### config.mk
export PLATFORM = sky130hd
export DESIGN_NAME = tet_ctrl
export DESIGN_NICKNAME = d
export VERILOG_FILES = /design/src/rtl/core/tet_pkg.sv /design/src/rtl/core/tet_ctrl.sv
export SDC_FILE = /design/constraint.sdc
export NUM_CORES = 1
export LEC_CHECK = 0
export CAP_MARGIN = 20
export CORE_AREA = 5 5 42 44
export CTS_CLUSTER_DIAMETER = 100
export DETAILED_ROUTE_END_ITERATION = 10
export DIE_AREA = 0 0 47 49
export DONT_BUFFER_PORTS = 1
export GPL_ROUTABILITY_DRIVEN = 0
export PLACE_DENSITY_LB_ADDON = 0.08
export RECOVER_POWER = 25
export SLEW_MARGIN = 10
export SYNTH_ARGS = -nofsm -noshare
export SYNTH_HDL_FRONTEND = slang
export SYNTH_SLANG_ARGS = --single-unit
### constraint.sdc
create_clock -name clock -period 2.3 [get_ports clock]
set_input_delay 0.46 -clock clock [delete_from_list [all_inputs] [get_ports clock]]
set_output_delay 0.46 -clock clock [all_outputs]
set_load 0.01 [all_outputs]
### src/rtl/core/tet_pkg.sv
// ----------------------------------------------------------------------------
// tet_pkg
// Shared types and constants of the token expiry table: table size, field
// widths, operation codes and the command and status bundles that pass
// between the controller and the datapath.
// ----------------------------------------------------------------------------
package tet_pkg;

   localparam int NUM_TOKENS = 256;
   localparam int IDX_W      = $clog2(NUM_TOKENS);
   localparam int OP_W       = 2;
   localparam int ID_W       = 8;
   localparam int TIME_W     = 31;
   localparam int EXP_W      = 32;
   localparam int COUNT_W    = 9;
   localparam logic [COUNT_W-1:0] COUNT_MAX = '1;
   localparam logic [TIME_W-1:0]  TTL_RESET = TIME_W'(1);

   typedef enum logic [OP_W-1:0] {
      OP_GENERATE = 2'd0,
      OP_RENEW    = 2'd1,
      OP_COUNT    = 2'd2
   } op_type;

   typedef struct packed {
      logic latch;
      logic scan_clear;
      logic wr_gen;
      logic rd_id;
      logic wr_renew;
      logic scan_rd;
      logic load_out;
   } cmd_type;

   typedef struct packed {
      logic id_ok;
      logic scan_last;
      logic out_free;
   } sts_type;

endpackage

### src/rtl/core/tet_ctrl.sv
// ----------------------------------------------------------------------------
// tet_ctrl
// Controller state machine of the token expiry table. It accepts requests,
// sequences generate, renew and count operations and hands the count to the
// result register.
// ----------------------------------------------------------------------------
module tet_ctrl (
   input  logic                        clock,
   input  logic                        reset,
   input  logic                        req_valid,
   output logic                        req_stall,
   input  logic [tet_pkg::OP_W-1:0]    req_operation,
   output tet_pkg::cmd_type            cmd,
   input  tet_pkg::sts_type            sts
);
   import tet_pkg::*;

   typedef enum logic [6:0] {
      ST_IDLE      = 7'b0000001,
      ST_GEN       = 7'b0000010,
      ST_REN_RD    = 7'b0000100,
      ST_REN_WR    = 7'b0001000,
      ST_CNT_RUN   = 7'b0010000,
      ST_CNT_DRAIN = 7'b0100000,
      ST_CNT_OUT   = 7'b1000000
   } state_type;

   state_type state_ff, state_in;

   always_comb begin
      state_in  = state_ff;
      cmd       = '0;
      req_stall = 1'b1;
      case (state_ff)
         ST_IDLE: begin
            req_stall = 1'b0;
            if (req_valid) begin
               cmd.latch = 1'b1;
               case (req_operation)
                  OP_GENERATE: begin
                     state_in = sts.id_ok ? ST_GEN : ST_IDLE;
                  end
                  OP_RENEW: begin
                     state_in = sts.id_ok ? ST_REN_RD : ST_IDLE;
                  end
                  default: begin
                     cmd.scan_clear = 1'b1;
                     state_in       = ST_CNT_RUN;
                  end
               endcase
            end
         end
         ST_GEN: begin
            cmd.wr_gen = 1'b1;
            state_in   = ST_IDLE;
         end
         ST_REN_RD: begin
            cmd.rd_id = 1'b1;
            state_in  = ST_REN_WR;
         end
         ST_REN_WR: begin
            cmd.wr_renew = 1'b1;
            state_in     = ST_IDLE;
         end
         ST_CNT_RUN: begin
            cmd.scan_rd = 1'b1;
            if (sts.scan_last) begin
               state_in = ST_CNT_DRAIN;
            end
         end
         ST_CNT_DRAIN: begin
            state_in = ST_CNT_OUT;
         end
         ST_CNT_OUT: begin
            if (sts.out_free) begin
               cmd.load_out = 1'b1;
               state_in     = ST_IDLE;
            end
         end
         default: begin
            state_in = ST_IDLE;
         end
      endcase
   end

   always_ff @(posedge clock) begin
      if (reset) begin
         state_ff <= ST_IDLE;
      end else begin
         state_ff <= state_in;
      end
   end

endmodule

* Yosys cells after proc, flatten, opt, wreduce, memory -nomap -nowiden *
Cells that the tools add are included.

storage, ports and cells
  input port bits = 8
  output and inout bits = 8
  bits in registers = 7
  word-level logic and storage cells = 32

cells by class
  multiplexer cells = 17
  reduce and logical (&&, ||, !) cells = 3
  equal/unequal tests = 11

operators by type and width
  kind                                            number
  one-hot mux 7 bit (5 select lines)              1
  2-to-1 mux 7 bit                                3
  one-hot mux 5 bit (2 select lines)              1
  2-to-1 mux 1 bit                                8
  == test 7 x 1 -> 1 bit (second input constant)  1
  == test 7 x 2 -> 1 bit (second input constant)  1
  == test 7 x 3 -> 1 bit (second input constant)  1
  == test 7 x 4 -> 1 bit (second input constant)  1
  == test 7 x 5 -> 1 bit (second input constant)  1
  == test 7 x 6 -> 1 bit (second input constant)  1
  == test 7 bit (second input constant)           1
  2-to-1 mux 2 bit                                3
  != test 2 bit (second input constant)           3
  2-to-1 mux 3 bit                                1
  AND reduction 3 bit                             1
  == test 2 x 1 -> 1 bit (second input constant)  1
  logical NOT 2 bit                               1
  OR reduction 2 bit                              1

* Logic depth before layout (Yosys ltp) *
Gate-level depths: netlist of run 1.

  word-level depth = 5
  depth in mapped cells = 5

* Worst setup path before layout of run 1 *
No wires, ideal clock.

  path kind = reg2out
  start point = register state_ff[0]
  end point = output cmd[0] (netlist name)
  stages on the path, launching flop included = 3
  required time = 1840 ps
  slack = 638 ps
  arrival = 1202 ps
  cells stage by stage = dfxtp_1 or4_4 nor3_1

RTL lines
  what                    line            RTL
  from (decl)             tet_ctrl.sv:28  state_type state_ff, state_in;
  from (signal assigned)  tet_ctrl.sv:90  state_ff <= state_in;
  to (decl)               tet_ctrl.sv:13  output tet_pkg::cmd_type cmd,

==> results.toml, run 1 <==
[floorplanning]
die_h_um = 49
start_util_pct = 32.8
fp.coreArea_sq_um = 1400
rows = 14
io_pins = 16
die_area_sq_um = 2300
chipWidth_um = 47

[finish]
largest_register_ffs = 7
final_util_pct = 34.3
regArea_sq_um = 140
stdcell_count = 67
fillers = 161
largest_register = "state_ff"
multi_input_comb_area_sq_um = 287
top_regs = "state_ff (7)"
final_cell_area_sq_um = 480
area_delta_synth_final_pct = 4.63
final_layout_size_suffix_gt1_share_pct = 13.7
nNetsFinal = 60
num_antenna_cells = 0

[critical_path]
r2r_end = "state_ff[2]$_SDFFE_PP0P_"
crit_chain = "or4_4, nor3_1"
cp-endpoint = "cmd[0]"
crit_family = "simple AND/OR/NAND/NOR gates"
cp-end-kind = "output pin"
rrSetupSlack_ns = 0.45
r2r-start = "state_ff[6]$_SDFFE_PP0P_"
r2r_cells = 4
critPathBufInv = 0
arrival_ns = 1.50
slowest_delay_ns = 0.58
path_max_fanout = 4
cpMaxStageDelayCell = "or4_4"
required_ns = 1.84
path_class = "flop to output pin"
startpoint_type = "flop"
crit_start = "state_ff[0]$_SDFFE_PP1P_"
cp.depth = 2

[clock_tree]
clkSinkCount = 7
clock_latency_ns = 0.25
h-tree-depth = 1
cts_made_buffers = 3
root_buffer = "clkbuf_4"
cts.repair.resized = 0
postCtsSetupBuffers = 0
clk_pin_slew_ns = 0.05
cts_buffer_depth = 2
cts_tree = "built"
hold_buffers = 0

[place]
portBuffers = 0
dp_hpwl_um = 782
dpl_cell_area_sq_um = 467
dp.cells = 63
dp_slack_ns = 0.567

[pwr]
ir_worst_vdd_mv = 0.204
p_total_uw = 287
powerDensity_nw_per_um2 = 598
leakage_nw = 0.171

[yosys]
synth_area_sq_um = 459
avgSynthCellArea_sq_um = 9.37
ys_async_sr_fraction_pct = 0
synth-edff-count = 0
ys_seq_area_share_pct = 30.5
synth-seq-cells = 7
syn_nets = 57
synth_top_area_share_pct = 30.5
ys.flop_type = "dfxtp_1"
netlist_instances = 49
synth_top_area_cell = "dfxtp_1"
synth.distinct_cells = 29
yosysWarnings = 0
synthTopCellsByArea = "dfxtp_1 31%, nor2_1 5.7%, nor4b_1 5.7%"

[timing]
period_share_pct = 85.2
fmax_ghz = 0.510
finalHoldViolations = 0
worst_pin_slew_ns = 0.570
fin_ws_ns = 0.339
slew_viol_final = 0
slew_headroom_pct = 61.8
fin_hold_ws_ns = 0.277
rsz0062_at_grt = "false"
setup_violations = 0
min_period_ns = 1.96
setup_tns_ns = 0
skew_ns = 0.00329

[min_path]
worstHoldStart = "reset"
whs_path_depth = 1
hp-class = "primary input to flop"

[run_status]
status = "finished clean"

[detailed_routing]
drt-vias-per-instance = 5.43
num_vias = 364
drc_errors = 0
firstDrtPassIters = 3
route.antenna.remaining_nets = 0
drt_wl_total_um = 942
drt_first_iter_violations = 4
wl_per_cell_um = 14.1

[global_routing]
grt_start_max_net_pins = 10
track_usage_pct = 9.51
antenna_found_initial = 0
grt_pass1_vias = 346
gr-total-overflow = 0
grt_pass1_wl_um = 1590

[job]
maxCapViolCount = 0
-- layer usage --
metal  wire [um]  vias up  part of all wire (%)  track usage [%]
met2         407       15                    43             11.3
met5           0        -                     0                0
met3         115        2                    12             4.06
met1         404      158                    43             13.0
met4          14        0                   1.5             6.91
li1            -      189                     -                -
-- cells in the final DEF, fill, tap and decap left out, types with 2 or more instances in the layout --
master	Yosys	layout
nor4b_1	3	3
and2_1	2	2
inv_1	2	2
and4b_1	2	2
clkbuf_4	0	3
nor2b_1	2	2
nor3_1	2	2
dfxtp_1	7	7
nor2_1	7	7
or3b_1	2	2
-- Yosys cell counts (2+ instances only) --
cell and count:
and4b_1 2, nor2_1 7, dfxtp_1 7, nor2b_1 2
nor3_1 2, inv_1 2, nor4b_1 3, or3b_1 2
and2_1 2
-- worst min-delay path by stage --
stage / endpoint / slack (ns)
final: state_ff[5]$_SDFFE_PP0P_ / 0.28
after global placement: state_ff[5]$_SDFFE_PP0P_ / 0.53
after floorplan: state_ff[5]$_SDFFE_PP0P_ / 0.53
after global routing: state_ff[5]$_SDFFE_PP0P_ / 0.27
after CTS: state_ff[5]$_SDFFE_PP0P_ / 0.27
after detailed placement: state_ff[1]$_SDFFE_PP0P_ / 0.53
-- area by class of cell --
class / count / area share, %
flip-flops and latches: 7 / 29.2
multi-input cells: 38 / 59.6
clock buffers: 4 / 5.47
well taps: 16 / 4.17
inverters: 2 / 1.56
-- worst reg2reg max path: stages (launching register included) --
cell	delay, ns
dfxtp_1	0.50
or3b_1	0.39
a211oi_1	0.53
nor4b_1	0.14
and2_1	0.18
-- power breakdown --
| part | leakage [nW] | total (mW) | internal [mW] | switching (mW) |
|---|---|---|---|---|
| registers | 0.0568 | 0.131 | 0.126 | 0.00529 |
| clock network | 0.0150 | 0.109 | 0.0661 | 0.0433 |
| logic | 0.0995 | 0.0470 | 0.0205 | 0.0265 |
| total | 0.171 | 0.287 | 0.212 | 0.0751 |
-- logic make-up (layout without fill, tap and decap cells) --
kind of cell	count (synthesis)	after routing	synth area share, %
AOI/OAI and AO/OA	7	7	14.4
buffers and inverters	4	6	4.36
and+or+nand+nor	30	30	48.8
xor gates and xnor gates	1	1	1.91
DFF	7	7	30.5
No activity file was read; power rests on OpenSTA's default activity.
==> run 2, diff against run 1 <==
--- a/config.mk
+++ b/config.mk
@@ -6,10 +6,10 @@
 export NUM_CORES = 1
 export LEC_CHECK = 0
 export CAP_MARGIN = 20
-export CORE_AREA = 5 5 42 44
+export CORE_AREA = 2 2 39 41
 export CTS_CLUSTER_DIAMETER = 100
 export DETAILED_ROUTE_END_ITERATION = 10
-export DIE_AREA = 0 0 47 49
+export DIE_AREA = 0 0 41 43
 export DONT_BUFFER_PORTS = 1
 export GPL_ROUTABILITY_DRIVEN = 0
 export PLACE_DENSITY_LB_ADDON = 0.08
==> run 2 against run 1 <==
  * Non-clock buffer count unchanged
  * Combinational power increased by 6.2%
  * Clock-buffer cell count unchanged
  * Critical path depth unchanged
  * Hold slack got worse by 0.0022 ns
  * Sequential power about the same
  * Critical endpoint unchanged
==> results.toml, run 2 (synthesized netlist as in run 1, its figures left out) <==
[clock_tree]
cts_tree = "built"
cts.repair.resized = 0
cts_made_buffers = 3
hold_buffers = 0
clk_pin_slew_ns = 0.05
root_buffer = "clkbuf_4"
h-tree-depth = 1
clkSinkCount = 7
cts_buffer_depth = 2
clock_latency_ns = 0.25
postCtsSetupBuffers = 0

[timing]
slew_viol_final = 0
finalHoldViolations = 0
min_period_ns = 2.00
slew_headroom_pct = 73.9
fmax_ghz = 0.499
worst_pin_slew_ns = 0.389
period_share_pct = 87.1
setup_violations = 0
skew_ns = 0.000332
setup_tns_ns = 0
rsz0062_at_grt = "false"

[finish]
nNetsFinal = 60
largest_register_ffs = 7
final_util_pct = 35.2
top_regs = "state_ff (7)"
largest_register = "state_ff"
area_delta_synth_final_pct = 5.99
num_antenna_cells = 0
final_layout_size_suffix_gt1_share_pct = 13.7
final_cell_area_sq_um = 487
final_cell_mix = "7 x nor2_1, 7 x dfxtp_1, 4 x nor4b_1, 3 x clkbuf_4"

[pwr]
leakage_nw = 0.171
powerDensity_nw_per_um2 = 598
ir_worst_vdd_mv = 0.166
p_total_uw = 291

[critical_path]
r2r_end = "state_ff[5]$_SDFFE_PP0P_"
path_class = "flop to output pin"
arrival_ns = 1.54
cp-end-kind = "output pin"
r2r_cells = 3
startpoint_type = "flop"
cp-endpoint = "cmd[0]"
required_ns = 1.84
r2r-start = "state_ff[1]$_SDFFE_PP0P_"
path_max_fanout = 5
crit_start = "state_ff[1]$_SDFFE_PP0P_"
rrSetupSlack_ns = 0.65

[global_routing]
grt_pass1_vias = 355
track_usage_pct = 14.0
grt_pass1_wl_um = 1570
gr-total-overflow = 0
grt_start_max_net_pins = 10
antenna_found_initial = 0

[min_path]
hp-class = "primary input to flop"
whs_path_depth = 1

[detailed_routing]
route.antenna.remaining_nets = 0
wl_per_cell_um = 15.0
drt-vias-per-instance = 5.54
drt_wl_total_um = 1000
drt_first_iter_violations = 14
firstDrtPassIters = 4
drc_errors = 0
num_vias = 371

[place]
dpl_cell_area_sq_um = 467
portBuffers = 0
dp_hpwl_um = 806

[floorplanning]
rows = 14
die_h_um = 43
io_pins = 16
fp.coreArea_sq_um = 1380
chipWidth_um = 41
start_util_pct = 33.2
die_area_sq_um = 1760

[job]
maxCapViolCount = 0

[run_status]
status = "finished clean"
==> run 2: changes by cell type in the layout (fill, tap and decap cells not counted) <==
cell | before | now
a211oi_4 | 0 | 1
a211oi_1 | 1 | 0
nor4b_2 | 1 | 0
nor4b_1 | 3 | 4
==> run 2: worst min-delay path by stage <==
stage | slack, ns | start | endpoint
after floorplan | 0.53 | reset | state_ff[5]$_SDFFE_PP0P_
after global placement | 0.53 | reset | state_ff[4]$_SDFFE_PP0P_
after detailed placement | 0.53 | req_operation[0] | state_ff[1]$_SDFFE_PP0P_
after CTS | 0.27 | reset | state_ff[4]$_SDFFE_PP0P_
after global routing | 0.26 | reset | state_ff[4]$_SDFFE_PP0P_
final | 0.27 | req_operation[0] | state_ff[1]$_SDFFE_PP0P_
==> run 2: critical path, cell delays in order (launching register included) <==
cell     delay [ns]
dfxtp_1        0.34
or4_4          0.58
nor3_1         0.37
==> run 2: report_power, final <==
part,internal (mW),switching [mW],leakage [nW]
clock network,0.0661,0.0438,0.0150
logic,0.0207,0.0292,0.0991
registers,0.126,0.00563,0.0568
==> run 2: stage by stage <==
step	hold WS, ns	instances	setup WS, ns
after detailed placement	0.535	63	0.561
after global routing	0.260	67	0.192
final	0.275	67	0.297
after floorplan	0.531	49	0.638
after global placement	0.534	63	0.588
after CTS	0.269	67	0.290
==> run 2: final cells by class <==
cell class	count	area, sq um
Multi-Input combinational cell	38	293
Fill cell	146	897
Clock buffer	4	26.3
Sequential cell	7	140
Inverter	2	7.51
Tap cell	16	20.0
==> run 2: layer usage <==
| layer | up-vias | track usage [%] | share of wire, % |
|---|---|---|---|
| li1 | 187 | - | - |
| met1 | 166 | 19.0 | 49 |
| met2 | 16 | 17.5 | 43 |
| met3 | 2 | 5.24 | 7.6 |
| met4 | 0 | 10.0 | 0.60 |
| met5 | - | 0 | 0 |
==> run 3, diff against run 2 <==
--- a/config.mk
+++ b/config.mk
@@ -5,12 +5,12 @@
 export SDC_FILE = /design/constraint.sdc
 export NUM_CORES = 1
 export LEC_CHECK = 0
+export BUFFER_PORTS_ARGS = -buffer_cell sky130_fd_sc_hd__buf_2
 export CAP_MARGIN = 20
 export CORE_AREA = 2 2 39 41
 export CTS_CLUSTER_DIAMETER = 100
 export DETAILED_ROUTE_END_ITERATION = 10
 export DIE_AREA = 0 0 41 43
-export DONT_BUFFER_PORTS = 1
 export GPL_ROUTABILITY_DRIVEN = 0
 export PLACE_DENSITY_LB_ADDON = 0.08
 export RECOVER_POWER = 25
==> run 3 against run 2 <==
  * Utilization increased by 5.0 points
  * Die area unchanged
  * Via count increased by 16%
  * Fmax decreased by 2.9%
  * Global-route usage increased by 1.3 points
  * Final cell count increased by 22%
  * Clock skew increased by 0.0024 ns
  * Sequential share of layout area decreased by 3.6 points
  * Clock power about the same
  * Register-to-register slack got worse by 0.18 ns
  * Setup slack got worse by 0.059 ns
  * Critical path type unchanged
  * Critical endpoint is now cmd[1]
==> results.toml, run 3 (synthesized netlist as in run 1, its figures left out) <==
[run_status]
status = "finished clean"

[place]
dp_slack_ns = 0.484
portBuffers = 15
dp.cells = 78
dp_hpwl_um = 808

[min_path]
worstHoldStart = "req_operation[0]"
hp-class = "primary input to flop"
holdPathEnd = "state_ff[1]$_SDFFE_PP0P_"
whs_path_depth = 2

[global_routing]
antenna_found_initial = 0
gr-total-overflow = 0
grt_start_max_net_pins = 10
grt_pass1_wl_um = 1780
grt_pass1_vias = 416
track_usage_pct = 15.3

[floorplanning]
chipWidth_um = 41
io_pins = 16
rows = 14
die_h_um = 43
start_util_pct = 33.2
fp.coreArea_sq_um = 1380
die_area_sq_um = 1760

[finish]
final_util_pct = 40.1
final_layout_size_suffix_gt1_share_pct = 33.3
num_antenna_cells = 0
top_regs = "state_ff (7)"
final_common_cell = "buf_2"
stdcell_count = 82
area_delta_synth_final_pct = 21.0
largest_register_ffs = 7
largest_register = "state_ff"
nNetsFinal = 75
final_cell_mix = "15 x buf_2, 7 x nor2_1, 7 x dfxtp_1, 3 x nor4b_1, 3 x clkbuf_4"

[timing]
worst_pin_slew_ns = 0.535
setup_violations = 0
setup_tns_ns = 0
period_share_pct = 89.6
fin_ws_ns = 0.238
fmax_ghz = 0.485
skew_ns = 0.00270
min_period_ns = 2.06
slew_viol_final = 0
finalHoldViolations = 0
rsz0062_at_grt = "false"
slew_headroom_pct = 64.1

[critical_path]
path_max_fanout = 5
cp-end-kind = "output pin"
r2r_cells = 4
rrSetupSlack_ns = 0.47
r2r-start = "state_ff[6]$_SDFFE_PP0P_"
path_class = "flop to output pin"
required_ns = 1.84
arrival_ns = 1.60
r2r_end = "state_ff[2]$_SDFFE_PP0P_"
startpoint_type = "flop"

[job]
maxCapViolCount = 0

[clock_tree]
hold_buffers = 0
root_buffer = "clkbuf_4"
clkSinkCount = 7
cts_tree = "built"
cts.repair.resized = 0
h-tree-depth = 1
cts_made_buffers = 3
clock_latency_ns = 0.25
clk_pin_slew_ns = 0.05
cts_buffer_depth = 2
postCtsSetupBuffers = 0

[detailed_routing]
drt_first_iter_violations = 5
drt-vias-per-instance = 5.24
drc_errors = 0
drt_wl_total_um = 1000
route.antenna.remaining_nets = 0
num_vias = 430
wl_per_cell_um = 12.2
firstDrtPassIters = 2

[pwr]
leakage_nw = 0.241
p_total_uw = 307
ir_worst_vdd_mv = 0.256
powerDensity_nw_per_um2 = 552
## run 3: cell types whose count changed in the layout (fill, tap and decap cells not counted), sizes merged
cell,before,now
buf,0,15
## run 3: area by class of cell
type,count,area (sq um)
Clock buffer,4,26.3
Fill cell,153,828
Inverter,2,7.51
Multi-Input combinational cell,38,287
Sequential cell,7,140
Tap cell,16,20.0
Timing Repair Buffer,15,75.1
## run 3: critical path: stages, from the launching register on
cell     delay (ns)
dfxtp_1        0.34
or4_4          0.56
nor4b_4        0.27
buf_2          0.18
## run 3: routing by layer
metal | vias to the layer above | track usage [%] | share of wire [%]
li1 | 216 | - | -
met1 | 194 | 20.2 | 44
met2 | 15 | 20.6 | 46
met3 | 5 | 1.57 | 5.8
met4 | 0 | 14.0 | 4.1
met5 | - | 0 | 0
## run 3: worst max path at each step
stage	endpoint	depth (start not counted)	slack, ns	startpoint
2_1_floorplan	cmd[0]	2	0.64	state_ff[0]$_SDFFE_PP1P_
3_3_place_gp	cmd[1]	3	0.51	state_ff[0]$_SDFFE_PP1P_
3_5_place_dp	cmd[1]	3	0.48	state_ff[1]$_SDFFE_PP0P_
4_1_cts	cmd[1]	3	0.21	state_ff[1]$_SDFFE_PP0P_
5_1_grt	cmd[1]	3	0.17	state_ff[1]$_SDFFE_PP0P_
6_report	cmd[1]	3	0.24	state_ff[1]$_SDFFE_PP0P_
## run 3: report_power, final
part	internal, mW	total (mW)	switching (mW)	leakage, nW
Sequential	0.126	0.131	0.00534	0.0568
Clock	0.0662	0.112	0.0455	0.0150
Combinational	0.0295	0.0641	0.0347	0.169
Total	0.221	0.307	0.0855	0.241
## run 3: per-stage QoR
step	area, sq um	hold WS (ns)
finish	556	0.367
global placement	542	0.617
global route	556	0.378
detailed placement	542	0.609
CTS	568	0.358
floorplan	459	0.531
